### src/rtl/pas_pkg.sv
package pas_pkg;

  localparam int unsigned POOL_PAGES_DEF = 1024;
  localparam int unsigned MAX_SPANS_DEF  = 64;

  localparam int unsigned CNT_W   = 11;  // page counts and sizes
  localparam int unsigned PAGE_W  = 10;  // page index on the ports
  localparam int unsigned START_W = 11;  // stored start page
  localparam int unsigned ORDER_W = 32;

  localparam logic [CNT_W-1:0] POOL_RESET = 11'd1024;

  localparam logic OP_ALLOC = 1'b0;
  localparam logic OP_FREE  = 1'b1;

  typedef enum logic [1:0] {
    ST_OK       = 2'd0,
    ST_NOSPACE  = 2'd1,
    ST_NOTALLOC = 2'd2,
    ST_FULL     = 2'd3
  } status_e;

  typedef struct packed {
    logic [ORDER_W-1:0] order;
    logic [CNT_W-1:0]   size;
    logic [START_W-1:0] start;
  } entry_t;

endpackage

### src/rtl/pas_ram.sv
module pas_ram #(
  parameter int unsigned WIDTH = 8,
  parameter int unsigned DEPTH = 16
) (
  input  logic                     clk_i,
  input  logic                     we_i,
  input  logic [$clog2(DEPTH)-1:0] waddr_i,
  input  logic [WIDTH-1:0]         wdata_i,
  input  logic [$clog2(DEPTH)-1:0] raddr_i,
  output logic [WIDTH-1:0]         rdata_o
);

  logic [WIDTH-1:0] mem_q [DEPTH];

  always_ff @(posedge clk_i) begin
    if (we_i) begin
      mem_q[waddr_i] <= wdata_i;
    end
    rdata_o <= mem_q[raddr_i];
  end

endmodule

### src/rtl/page_span_allocator_top.sv
// best-fit page span allocator with coalescing. one word in, one word out, one request at a
// time: in_ready_o is high only while the block is idle. every request but a zero-count
// allocate walks the span table through the single read port of the table ram, one entry a
// cycle. an allocate takes one pass, then a decide step and, for a split, a second table
// write; a zero-count allocate answers without a pass. a free takes one pass to find the
// span, one pass per merged right neighbor plus one, the same on the left. a result waits
// in its own output register; the next word is taken once that result has been loaded. the
// table needs no clearing pass after reset: valid and free bits live in flip-flops.
module page_span_allocator_top #(
  parameter int unsigned POOL_PAGES = pas_pkg::POOL_PAGES_DEF,
  parameter int unsigned MAX_SPANS  = pas_pkg::MAX_SPANS_DEF
) (
  input  logic                       clk_i,
  input  logic                       rst_ni,
  input  logic                       cfg_we_i,
  input  logic [pas_pkg::CNT_W-1:0]  cfg_wdata_i,
  input  logic                       in_valid_i,
  output logic                       in_ready_o,
  input  logic                       operation_i,
  input  logic [pas_pkg::CNT_W-1:0]  page_count_i,
  input  logic [pas_pkg::PAGE_W-1:0] start_page_i,
  output logic                       out_valid_o,
  input  logic                       out_ready_i,
  output logic [1:0]                 status_o,
  output logic [pas_pkg::PAGE_W-1:0] span_start_o,
  output logic [pas_pkg::CNT_W-1:0]  span_size_o
);

  localparam int unsigned IDX_W  = $clog2(MAX_SPANS);
  localparam int unsigned SCAN_W = $clog2(MAX_SPANS + 1);
  localparam int unsigned LIM_W  = ($clog2(POOL_PAGES + 1) > 12) ? $clog2(POOL_PAGES + 1) : 12;
  localparam logic [IDX_W-1:0]  LAST_IDX = IDX_W'(MAX_SPANS - 1);
  localparam logic [SCAN_W-1:0] SCAN_END = SCAN_W'(MAX_SPANS);
  localparam logic [LIM_W-1:0]  POOL_LIM = LIM_W'(POOL_PAGES);
  localparam int unsigned CW = pas_pkg::CNT_W;
  localparam int unsigned SW = pas_pkg::START_W;

  typedef enum logic [2:0] {S_IDLE, S_SCAN, S_DECIDE, S_WR2, S_DONE} state_e;
  // what the current table pass looks for
  typedef enum logic [1:0] {M_ALLOC, M_FIND, M_RIGHT, M_LEFT} mode_e;

  state_e state_q;
  mode_e  mode_q;

  logic [CW-1:0]             pool_q;
  logic [CW-1:0]             carve_q;
  logic [pas_pkg::ORDER_W-1:0] counter_q;
  logic [MAX_SPANS-1:0]      valid_q;
  logic [MAX_SPANS-1:0]      free_q;

  // request
  logic [CW-1:0]            cnt_q;
  logic [pas_pkg::PAGE_W-1:0] sp_q;

  // scan pipeline
  logic [SCAN_W-1:0] ra_q;
  logic              ev_valid_q;
  logic [IDX_W-1:0]  ev_idx_q;

  // best fit, span to free or neighbor found in this pass
  logic                        hit_q;
  logic [IDX_W-1:0]            hit_idx_q;
  logic [SW-1:0]               hit_st_q;
  logic [CW-1:0]               hit_sz_q;
  logic [pas_pkg::ORDER_W-1:0] hit_ord_q;
  // lowest unused table slot
  logic                        slot_ok_q;
  logic [IDX_W-1:0]            slot_idx_q;

  // span being freed
  logic [IDX_W-1:0] s_idx_q;
  logic [SW-1:0]    s_st_q;
  logic [CW-1:0]    s_sz_q;

  // result waiting to be loaded into the output register
  pas_pkg::status_e res_status_q;
  logic [SW-1:0]    res_start_q;
  logic [CW-1:0]    res_size_q;

  logic             out_valid_q;
  pas_pkg::status_e out_status_q;
  logic [pas_pkg::PAGE_W-1:0] out_start_q;
  logic [CW-1:0]    out_size_q;

  // table ram
  logic              ram_we;
  logic [IDX_W-1:0]  ram_waddr;
  pas_pkg::entry_t   ram_wdata;
  logic [$bits(pas_pkg::entry_t)-1:0] ram_rdata;
  pas_pkg::entry_t   rd;

  pas_ram #(
    .WIDTH($bits(pas_pkg::entry_t)),
    .DEPTH(MAX_SPANS)
  ) u_table (
    .clk_i  (clk_i),
    .we_i   (ram_we),
    .waddr_i(ram_waddr),
    .wdata_i(ram_wdata),
    .raddr_i(ra_q[IDX_W-1:0]),
    .rdata_o(ram_rdata)
  );

  assign rd = pas_pkg::entry_t'(ram_rdata);

  // per-entry evaluation of the word coming out of the ram
  logic ev_v, ev_f, take, take_slot;
  logic [CW:0] s_end, rd_end;
  always_comb begin
    ev_v      = valid_q[ev_idx_q];
    ev_f      = free_q[ev_idx_q];
    s_end     = {1'b0, s_st_q} + {1'b0, s_sz_q};
    rd_end    = {1'b0, rd.start} + {1'b0, rd.size};
    take      = 1'b0;
    take_slot = 1'b0;
    if (ev_valid_q) begin
      case (mode_q)
        M_ALLOC: begin
          take = ev_v && ev_f && (rd.size >= cnt_q) &&
                 (!hit_q || (rd.size < hit_sz_q) ||
                  ((rd.size == hit_sz_q) && (rd.order > hit_ord_q)));
          take_slot = !ev_v && !slot_ok_q;
        end
        M_FIND:  take = !hit_q && ev_v && !ev_f && (rd.start == {1'b0, sp_q});
        M_RIGHT: take = !hit_q && (ev_idx_q != s_idx_q) && ev_v && ev_f &&
                        ({1'b0, rd.start} == s_end);
        M_LEFT:  take = !hit_q && (ev_idx_q != s_idx_q) && ev_v && ev_f &&
                        (rd_end == {1'b0, s_st_q});
        default: take = 1'b0;
      endcase
    end
  end

  // carve room check, limit is the smaller of the register and the pool
  logic [LIM_W-1:0] pool_w, limit, need;
  logic             no_room, split;
  always_comb begin
    pool_w  = LIM_W'(pool_q);
    limit   = (pool_w < POOL_LIM) ? pool_w : POOL_LIM;
    need    = LIM_W'(carve_q) + LIM_W'(cnt_q);
    no_room = need > limit;
    split   = hit_sz_q > cnt_q;
  end

  // table writes
  always_comb begin
    ram_we    = 1'b0;
    ram_waddr = slot_idx_q;
    ram_wdata = '{order: counter_q, size: hit_sz_q - cnt_q, start: hit_st_q + SW'(cnt_q)};
    if (state_q == S_DECIDE) begin
      case (mode_q)
        M_ALLOC: begin
          if (hit_q) begin
            ram_we = split && slot_ok_q;
          end else begin
            ram_we    = !no_room && slot_ok_q;
            ram_wdata = '{order: '0, size: cnt_q, start: SW'(carve_q)};
          end
        end
        M_LEFT: begin
          if (!hit_q) begin
            ram_we    = 1'b1;
            ram_waddr = s_idx_q;
            ram_wdata = '{order: counter_q, size: s_sz_q, start: s_st_q};
          end
        end
        default: ram_we = 1'b0;
      endcase
    end else if (state_q == S_WR2) begin
      // best span shrinks to the granted head
      ram_we    = 1'b1;
      ram_waddr = hit_idx_q;
      ram_wdata = '{order: hit_ord_q, size: cnt_q, start: hit_st_q};
    end
  end

  assign in_ready_o   = (state_q == S_IDLE);
  assign out_valid_o  = out_valid_q;
  assign status_o     = out_status_q;
  assign span_start_o = out_start_q;
  assign span_size_o  = out_size_q;

  always_ff @(posedge clk_i or negedge rst_ni) begin
    if (!rst_ni) begin
      state_q      <= S_IDLE;
      mode_q       <= M_ALLOC;
      pool_q       <= pas_pkg::POOL_RESET;
      carve_q      <= '0;
      counter_q    <= '0;
      valid_q      <= '0;
      free_q       <= '0;
      ra_q         <= '0;
      ev_valid_q   <= 1'b0;
      hit_q        <= 1'b0;
      slot_ok_q    <= 1'b0;
      out_valid_q  <= 1'b0;
      out_status_q <= pas_pkg::ST_OK;
      out_start_q  <= '0;
      out_size_q   <= '0;
      res_status_q <= pas_pkg::ST_OK;
    end else begin
      if (cfg_we_i) begin
        pool_q <= cfg_wdata_i;
      end
      if (out_valid_q && out_ready_i) begin
        out_valid_q <= 1'b0;
      end

      case (state_q)
        S_IDLE: begin
          if (in_valid_i) begin
            cnt_q      <= page_count_i;
            sp_q       <= start_page_i;
            ra_q       <= '0;
            ev_valid_q <= 1'b0;
            hit_q      <= 1'b0;
            slot_ok_q  <= 1'b0;
            if (operation_i == pas_pkg::OP_ALLOC && page_count_i == '0) begin
              res_status_q <= pas_pkg::ST_NOSPACE;
              res_start_q  <= '0;
              res_size_q   <= '0;
              state_q      <= S_DONE;
            end else begin
              mode_q  <= (operation_i == pas_pkg::OP_ALLOC) ? M_ALLOC : M_FIND;
              state_q <= S_SCAN;
            end
          end
        end

        S_SCAN: begin
          // issue stage
          if (ra_q < SCAN_END) begin
            ra_q <= ra_q + 1'b1;
          end
          ev_valid_q <= (ra_q < SCAN_END);
          ev_idx_q   <= ra_q[IDX_W-1:0];
          // evaluate stage
          if (take) begin
            hit_q     <= 1'b1;
            hit_idx_q <= ev_idx_q;
            hit_st_q  <= rd.start;
            hit_sz_q  <= rd.size;
            hit_ord_q <= rd.order;
          end
          if (take_slot) begin
            slot_ok_q  <= 1'b1;
            slot_idx_q <= ev_idx_q;
          end
          if (ev_valid_q && ev_idx_q == LAST_IDX) begin
            ev_valid_q <= 1'b0;
            state_q    <= S_DECIDE;
          end
        end

        S_DECIDE: begin
          res_status_q <= pas_pkg::ST_OK;
          res_start_q  <= '0;
          res_size_q   <= '0;
          // next pass, if any, starts clean
          ra_q  <= '0;
          hit_q <= 1'b0;
          state_q <= S_DONE;
          case (mode_q)
            M_ALLOC: begin
              if (hit_q) begin
                if (split && !slot_ok_q) begin
                  res_status_q <= pas_pkg::ST_FULL;
                end else if (split) begin
                  valid_q[slot_idx_q] <= 1'b1;
                  free_q[slot_idx_q]  <= 1'b1;
                  counter_q           <= counter_q + 1'b1;
                  state_q             <= S_WR2;
                end else begin
                  free_q[hit_idx_q] <= 1'b0;
                  res_start_q       <= hit_st_q;
                  res_size_q        <= cnt_q;
                end
              end else if (no_room) begin
                res_status_q <= pas_pkg::ST_NOSPACE;
              end else if (!slot_ok_q) begin
                res_status_q <= pas_pkg::ST_FULL;
              end else begin
                valid_q[slot_idx_q] <= 1'b1;
                free_q[slot_idx_q]  <= 1'b0;
                carve_q             <= carve_q + cnt_q;
                res_start_q         <= SW'(carve_q);
                res_size_q          <= cnt_q;
              end
            end
            M_FIND: begin
              if (hit_q) begin
                s_idx_q <= hit_idx_q;
                s_st_q  <= hit_st_q;
                s_sz_q  <= hit_sz_q;
                mode_q  <= M_RIGHT;
                state_q <= S_SCAN;
              end else begin
                res_status_q <= pas_pkg::ST_NOTALLOC;
              end
            end
            M_RIGHT: begin
              if (hit_q) begin
                s_sz_q             <= s_sz_q + hit_sz_q;
                valid_q[hit_idx_q] <= 1'b0;
                free_q[hit_idx_q]  <= 1'b0;
              end else begin
                mode_q <= M_LEFT;
              end
              state_q <= S_SCAN;
            end
            M_LEFT: begin
              if (hit_q) begin
                s_st_q             <= hit_st_q;
                s_sz_q             <= s_sz_q + hit_sz_q;
                valid_q[hit_idx_q] <= 1'b0;
                free_q[hit_idx_q]  <= 1'b0;
                state_q            <= S_SCAN;
              end else begin
                // merged span written back this cycle
                free_q[s_idx_q] <= 1'b1;
                counter_q       <= counter_q + 1'b1;
                res_start_q     <= s_st_q;
                res_size_q      <= s_sz_q;
              end
            end
            default: state_q <= S_DONE;
          endcase
        end

        S_WR2: begin
          free_q[hit_idx_q] <= 1'b0;
          res_status_q      <= pas_pkg::ST_OK;
          res_start_q       <= hit_st_q;
          res_size_q        <= cnt_q;
          state_q           <= S_DONE;
        end

        S_DONE: begin
          if (!out_valid_q || out_ready_i) begin
            out_valid_q  <= 1'b1;
            out_status_q <= res_status_q;
            out_start_q  <= res_start_q[pas_pkg::PAGE_W-1:0];
            out_size_q   <= res_size_q;
            state_q      <= S_IDLE;
          end
        end

        default: state_q <= S_IDLE;
      endcase
    end
  end

endmodule

### config.mk
export PLATFORM = sky130hd
export DESIGN_NAME = page_span_allocator_top
export DESIGN_NICKNAME = d
export VERILOG_FILES = /design/src/rtl/pas_pkg.sv /design/src/rtl/pas_ram.sv /design/src/rtl/page_span_allocator_top.sv
export SDC_FILE = /design/constraint.sdc
export NUM_CORES = 2
export LEC_CHECK = 0
export BUFFER_PORTS_ARGS = -buffer_cell sky130_fd_sc_hd__buf_2
export CORE_MARGIN = 5
export CORE_UTILIZATION = 45
export DETAILED_ROUTE_END_ITERATION = 8
export PLACE_DENSITY = 0.63
export SETUP_SLACK_MARGIN = 0.4
export SYNTH_ARGS = -nofsm -noshare
export SYNTH_HDL_FRONTEND = slang
export SYNTH_SLANG_ARGS = --single-unit
### constraint.sdc
create_clock -name clk_i -period 6.3 [get_ports clk_i]
set_input_delay 0.315 -clock clk_i [delete_from_list [all_inputs] [get_ports clk_i]]
set_output_delay 0.315 -clock clk_i [all_outputs]
set_load 0.005 [all_outputs]
### Word-level counts from Yosys, hierarchy flattened

Memories as Yosys holds them, arrays and structs flattened. A register that Yosys moved wholly into a read port is not among the register bits.
Cells that the tools add are included.

| cells by class | value |
|---|---|
| equality and inequality tests | 39 |
| bitwise logic cells | 11 |
| add/subtract/negate cells | 9 |
| muxes and demuxes | 112 |
| $lt $le $gt $ge | 14 |
| reductions and logical operators | 64 |

Operators with widths:

| cell | number |
|---|---|
| 64-bit 2-to-1 mux | 13 |
| 64-bit case mux with 2 select lines | 2 |
| 64-bit bitwise AND | 3 |
| 64-bit bitwise OR | 3 |
| 64-bit case mux with 3 select lines | 1 |
| 54-bit 2-to-1 mux | 3 |
| 32-bit 2-to-1 mux | 4 |
| 64-bit inverter | 2 |
| 11-bit 2-to-1 mux | 11 |
| 54-bit case mux with 2 select lines | 1 |
| 32-bit case mux with 2 select lines | 1 |
| 10-bit 2-to-1 mux | 6 |
| 11-bit case mux with 2 select lines | 2 |
| 11-bit by 11-bit adder with 12-bit output | 3 |
| 11-bit adder | 3 |
| 11-bit case mux with 3 select lines | 1 |
| 32-bit by 1-bit adder with 32-bit output (second input constant) | 1 |
| 32-bit > comparator | 1 |
| 10-bit case mux with 3 select lines | 1 |
| 6-bit by 7-bit less-than comparator with 1-bit output (second input constant) | 4 |
| 3-bit 2-to-1 mux | 8 |
| 6-bit 2-to-1 mux | 4 |
| 2-bit != test (second input constant) | 12 |
| 3-bit AND reduction | 8 |
| other kinds (55) | 151 |

| word-level totals | value |
|---|---|
| bits in registers | 365 |
| bits of input ports | 38 |
| memories | 1 |
| output and inout bits | 25 |
| word-level logic and storage cells | 279 |
| memory bits (writable) | 3456 |

Memory list:

| name | words | bits a word | read ports | clocked after memory_dff | wr ports | line | source |
|---|---|---|---|---|---|---|---|
| u_table.mem_q | 64 | 54 | 1 | 1 | 1 | pas_ram.sv:13 | `logic [WIDTH-1:0] mem_q [DEPTH];` |

### Longest topological paths before layout

| logic depth | value |
|---|---|
| word-level depth | 11 |
| mapped depth | 20 |
| mapped depth without buffers | 18 |

### Hierarchy

Synthesis repeated with hierarchy kept, for this count alone.

| unflattened totals | value |
|---|---|
| cells, all modules | 8226 |
| area total of the unflattened synthesis | 156241.1 µm² |

Modules (own cells, without submodules):

| module | sequential area each (µm²) | instances | area an instance (µm²) | cells an instance |
|---|---|---|---|---|
| pas_ram | 104860.6 | 1 | 131857.7 | 5624 |
| page_span_allocator_top | 9845.7 | 1 | 24383.4 | 2602 |

### Worst setup path before layout

No wires, ideal clock.

| timing path | value |
|---|---|
| path type | register to register |
| start point | register cnt_q[0] |
| end point | memory u_table.mem_q[0][0] (netlist name) (enable) |
| data required time | 5.834 ns |
| cell stages (with the launch flop) | 17 |
| period minus slack after synthesis | 6.816 ns |
| buffers on the path | 0 |
| data arrival time | 6.350 ns |
| setup time | 0.466 ns |
| path slack | -0.516 ns |
| path through | edfxtp_1 ha_1 fa_1 a21o_1 a21oi_1 o21bai_1 a21oi_1 o21a_1 o211ai_1 ha_1 a2111oi_0 o21ai_1 o21ai_1 a31oi_1 o31ai_4 nand3_4 nor2_1 |

| on the way | value |
|---|---|
| longest elaborated chain between the ends | 9 |
| elaborated cells on any way between the ends | 11 |
| those cells by class | add/sub: 1; order compare: 2; mux: 5; reduce/logical: 3 |

RTL lines:

| element | line | source |
|---|---|---|
| from (decl) | page_span_allocator_top.sv:52 | `logic [CW-1:0] cnt_q;` |
| from (signal assigned) | page_span_allocator_top.sv:212 | `cnt_q <= page_count_i;` |
| 11-bit by 11-bit adder with 12-bit output | page_span_allocator_top.sv:140 | `need = LIM_W'(carve_q) + LIM_W'(cnt_q);` |
| net need[10] | page_span_allocator_top.sv:135 | `logic [LIM_W-1:0] pool_w, limit, need;` |
| 12-bit by 11-bit > comparator with 1-bit output | page_span_allocator_top.sv:141 | `no_room = need > limit;` |
| 1-bit logical NOT | page_span_allocator_top.sv:156 | `ram_we = !no_room && slot_ok_q;` |
| 1-bit logical AND | page_span_allocator_top.sv:156 |  |
| 1-bit 2-to-1 mux | page_span_allocator_top.sv:153 | `if (hit_q) begin` |
| 1-bit case mux with 2 select lines | page_span_allocator_top.sv:151 | `case (mode_q)` |
| 1-bit 2-to-1 mux | page_span_allocator_top.sv:150 | `if (state_q == S_DECIDE) begin` |
| 1-bit 2-to-1 mux | pas_ram.sv:16 | `if (we_i) begin` |
| 1-bit 2-to-1 mux (not written as such) | pas_ram.sv:17 | `mem_q[waddr_i] <= wdata_i;` |
| to (decl) | pas_ram.sv:13 |  |

The timed path passes the listed nets, and every way through them passes these cells.

### Worst setup path in the final report

| timing path | value |
|---|---|
| start point | register carve_q[0] |
| end point | memory u_table.mem_q[61][3] (netlist name) (enable) |

| on the way | value |
|---|---|
| longest elaborated chain between the ends | 9 |

RTL lines:

| element | line | source |
|---|---|---|
| from (decl) | page_span_allocator_top.sv:46 | `logic [CW-1:0] carve_q;` |
| from (signal assigned) | page_span_allocator_top.sv:285 | `carve_q <= carve_q + cnt_q;` |
| 11-bit by 11-bit adder with 12-bit output | page_span_allocator_top.sv:140 |  |
| net need[10] | page_span_allocator_top.sv:135 |  |
| 12-bit by 11-bit > comparator with 1-bit output | page_span_allocator_top.sv:141 |  |
| 1-bit logical NOT | page_span_allocator_top.sv:156 |  |
| 1-bit logical AND | page_span_allocator_top.sv:156 |  |
| 1-bit 2-to-1 mux | page_span_allocator_top.sv:153 |  |
| 1-bit case mux with 2 select lines | page_span_allocator_top.sv:151 |  |
| 1-bit 2-to-1 mux | page_span_allocator_top.sv:150 |  |
| 1-bit 2-to-1 mux | pas_ram.sv:16 |  |
| 1-bit 2-to-1 mux (not written as such) | pas_ram.sv:17 |  |

The timed path passes the listed nets, and every way through them passes these cells.

==> flow_summary.yaml <==
outcome:
  run_status: "completed"
yosys:
  ys_top_cells_by_area: "edfxtp_1 (69%), mux4_2 (17%), dfrtp_1 (3.5%)"
  synth-warning-count: 0
  syn-num-nets: 7910
  synth_cells: 7731
  synth.cells.most_frequent: "edfxtp_1 (3598), mux4_2 (1167), a21oi_1 (313)"
  post_synthesis_cell_type_count: 88
  synth_area_leader_cell: "edfxtp_1"
  yosysSeqAreaShare: 0.730
  yosys.area.top_type_share: 0.688
  postSynth.asyncResetShare: 0.0575
  syn-mean-instance-area_sq_um: 20.3
  yosys_most_used_dff: "edfxtp_1"
  synth-edff-count: 3598
  synth.ff_latch_count: 3875
  yosysMostFrequentCell: "edfxtp_1"
  post_synth_instance_area_sq_mm: 0.157
global_routing:
  grt_first_pass_wirelength_microns: 647000
  number_of_antenna_violations_at_the_first_check_in_global_routing: 41
  use_met3: 0.0454
  global_route.usage.met2: 0.393
  grt_remaining_overflow: 0
  grt_total_usage: 0.250
  use_met1: 0.358
  first_global_vias: 81600
  busiest_layer: "met2"
  grt_max_degree: 122
timing:
  total_setup_violations_reported_at_the_end_of_the_flow: 0
  tns_ps: 0
  final.min_clock_period_ps: 5570
  slew_violations: 0
  layout_worst_path_cycle_share: 0.883
  worst-slew-pin-transition_ps: 1440
  fmax_mhz: 180
  fin_hold_ws_ps: 109
  hold_viol: 0
  finalClockSkew_ps: 72.6
  unrepaired_setup_endpoints_after_global_routing: "no"
  worst_slew_margin_rel: 0.0382
worst_setup_path:
  critical_path.n_buffers_inverters: 2
  worstPathRequired_ps: 6870
  worst_r2r_startpoint: "carve_q[0]"
  critPathTopFamily: "compound AO/OA/AOI/OAI gates"
  start_kind: "flop"
  worst_path_max_delay_cell: "fa_1"
  path_depth: 18
  path_class: "reg -> reg"
  r2r.worst_path.cells: 18
  r2r_end: "u_table.mem_q[61][3]"
  worstSetupEndpointType: "flop"
  critical_path_peak_fanout: 54
  startpoint: "carve_q[0]"
  cp_slowest_stage_delay_ps: 430
  r2r_setup_slack_ps: 730
  worst_ep_arrival_time_ps: 6130
  path_cells: "ha_1 -> fa_1 -> a21o_1 -> a21oi_1 -> o21bai_1 -> a21oi_1 -> o21a_1 -> o211ai_1 -> ha_1 -> a2111oi_0 -> o21ai_1 -> o21ai_1 -> a31oi_1 -> o31ai_4 -> buf_12 -> nand3_4 -> nor2_4 -> buf_12"
  worst_setup_path_endpoint: "u_table.mem_q[61][3]"
placed_design:
  port_buffers: 62
  finalWeightedCongestion: 0.947
  dpl_cell_area_sq_mm: 0.166
  place.detailed.hpwl_microns: 290000
cells_and_area:
  final-seq-area_sq_mm: 0.115
  post-route-cell-area_sq_mm: 0.180
  multiInputGateArea_sq_mm: 0.0416
  area_delta_synth_final_pct: 14.5
  drive_above_1_share: 0.280
  final_nets: 8286
  num-fill-cells: 27000
  layout.core_utilization: 0.516
clocking:
  cts.path.max_buffers: 4
  root_buffer: "clkbuf_16"
  clock_transition_at_path_regs_ps: 60
  number_of_sinks_driven_by_the_clock_tree: 3875
  cts-resized-gates: 0
  cts_inserted_buffers: 394
  htreeDepth: 5
  cts_tree: "yes"
  clk_latency_ps: 980
pwr:
  cellLeakagePower_nw: 53.0
  power.share.clock: 0.331
  power.sequential.fraction: 0.422
  vdd.ir_drop.worst_v: 0.000437
  p_total_mw: 70.9
  power_per_cell_area_mw_per_mm2: 394
  switching_share: 0.301
  power.internal_mw: 49.6
  switchingPower_mw: 21.3
  combPwrFrac: 0.247
floorplanning:
  rows: 217
  io_pins: 63
  initial_core_util: 0.451
  floorplan.die_area_sq_mm: 0.361
  die_w_microns: 601
  die_height_microns: 601
  core_region_area_sq_mm: 0.349
drt:
  detail_route.first_pass.iterations: 7
  wirelength_microns: 458000
  dr.first_iter.drc_count: 13000
  via_per_inst: 6.46
  routed-via-count: 84300
  drt_drc_violations_left: 0
  routedWlPerCell_microns: 35.1
  drtAntennaViolNets: 0
min_path:
  hold_path.class: "in -> reg"
run:
  drv.max_cap_violation_count: 0
through the flow:
step           worst slack, ps  instances
5_1_grt                    543      13000
6_report                   734      13000
3_3_place_gp               527      12300
2_1_floorplan             -500       7731
3_5_place_dp               766      12300
4_1_cts                    761      13000
cells by family (layout without fill, tap and decap cells):
kind of cell,after synthesis,in the layout,synth area share
other,0,17,0
adders and majority gates,141,141,0.0115
AOI/OAI and AO/OA,978,978,0.0377
xor gates and xnor gates,112,112,0.00641
muxes,1278,1278,0.175
and+or+nand+nor,827,827,0.0261
buffers and inverters,520,1217,0.0133
DFF,3875,3875,0.730
worst min-delay path by stage:
| stage | from | endpoint | slack, ps | cells after the start |
|---|---|---|---|---|
| floorplan | rst_ni | carve_q[0] | 20 | 0 |
| global placement | rst_ni | span_start_o[7] | 290 | 1 |
| detailed placement | rst_ni | pool_q[1] | 300 | 1 |
| CTS | start_page_i[1] | sp_q[1] | 20 | 2 |
| global route | start_page_i[9] | sp_q[9] | 70 | 2 |
| finish | start_page_i[9] | sp_q[9] | 110 | 2 |
state kept, by name, summed over array words and instances, names as in the netlist, 7 cells and up:
register and cells:
hit_sz_q 11, hit_ord_q 32, res_size_q 11, ra_q 7, free_q 64, res_start_q 10
u_table.mem_q 3456, u_table.rdata_o 54, s_sz_q 11, pool_q 11, span_size_o 11, cnt_q 11
span_start_o 10, carve_q 11, counter_q 32, valid_q 64, sp_q 10, s_st_q 11
hit_st_q 11
power groups by stage:
| stage | registers, mW | clock network [mW] | logic [mW] |
|---|---|---|---|
| floorplan | 29.8 | 0 | 11.2 |
| global placement | 30.4 | 0 | 17.4 |
| detailed placement | 30.4 | 0 | 17.5 |
| CTS | 29.9 | 23.8 | 17.6 |
| global route | 29.9 | 24.9 | 18.3 |
| finish | 29.9 | 23.5 | 17.5 |
repair_timing:
item                      CTS  global route
setup buffers               0             0
hold buffers               50             0
hold endpoints to repair  102             0
placed cells by master, fill, tap and decap left out, drive strengths merged, types with 17 or more instances in the layout:
master       netlist  final
nand4             43     43
a21o              52     52
and3              28     28
o31ai             47     47
dfxtp             54     54
edfxtp          3598   3598
diode              0     17
bufinv             0     41
dfrtp            222    222
clkbuf           289    488
a21oi            314    314
mux2i             23     23
a22o              22     22
nor2b             46     46
clkinv             1    150
clkinvlp           0     26
mux2              88     88
a31oi             90     90
xor2              39     39
and2              18     18
nor3b             17     17
nor4              21     21
nand2b            17     17
nand3             72     72
a22oi             27     27
mux4            1167   1167
nand2            204    204
o21ai            286    286
o21a              17     17
nor3              70     70
dlygate4sd3        0     49
nor2             232    232
ha               135    135
buf              144    364
inv               86     99
a211oi            35     35
xnor2             73     73
layer usage:
metal  part of all wire  wire length (microns)
met3               0.10                  47300
met1               0.39                 177000
met5            0.00025                    114
met2               0.47                 216000
met4              0.038                  17300
layout make-up:
cell class,count,area share
flip-flops and latches,3875,0.638
multi-input cells,3336,0.231
clock buffers,488,0.0582
well taps,4599,0.0320
repair buffers,413,0.0253
clock inverters,229,0.0139
inverters,87,0.00181
diodes,17,0.000236
Power figures use the tool's default switching activity.
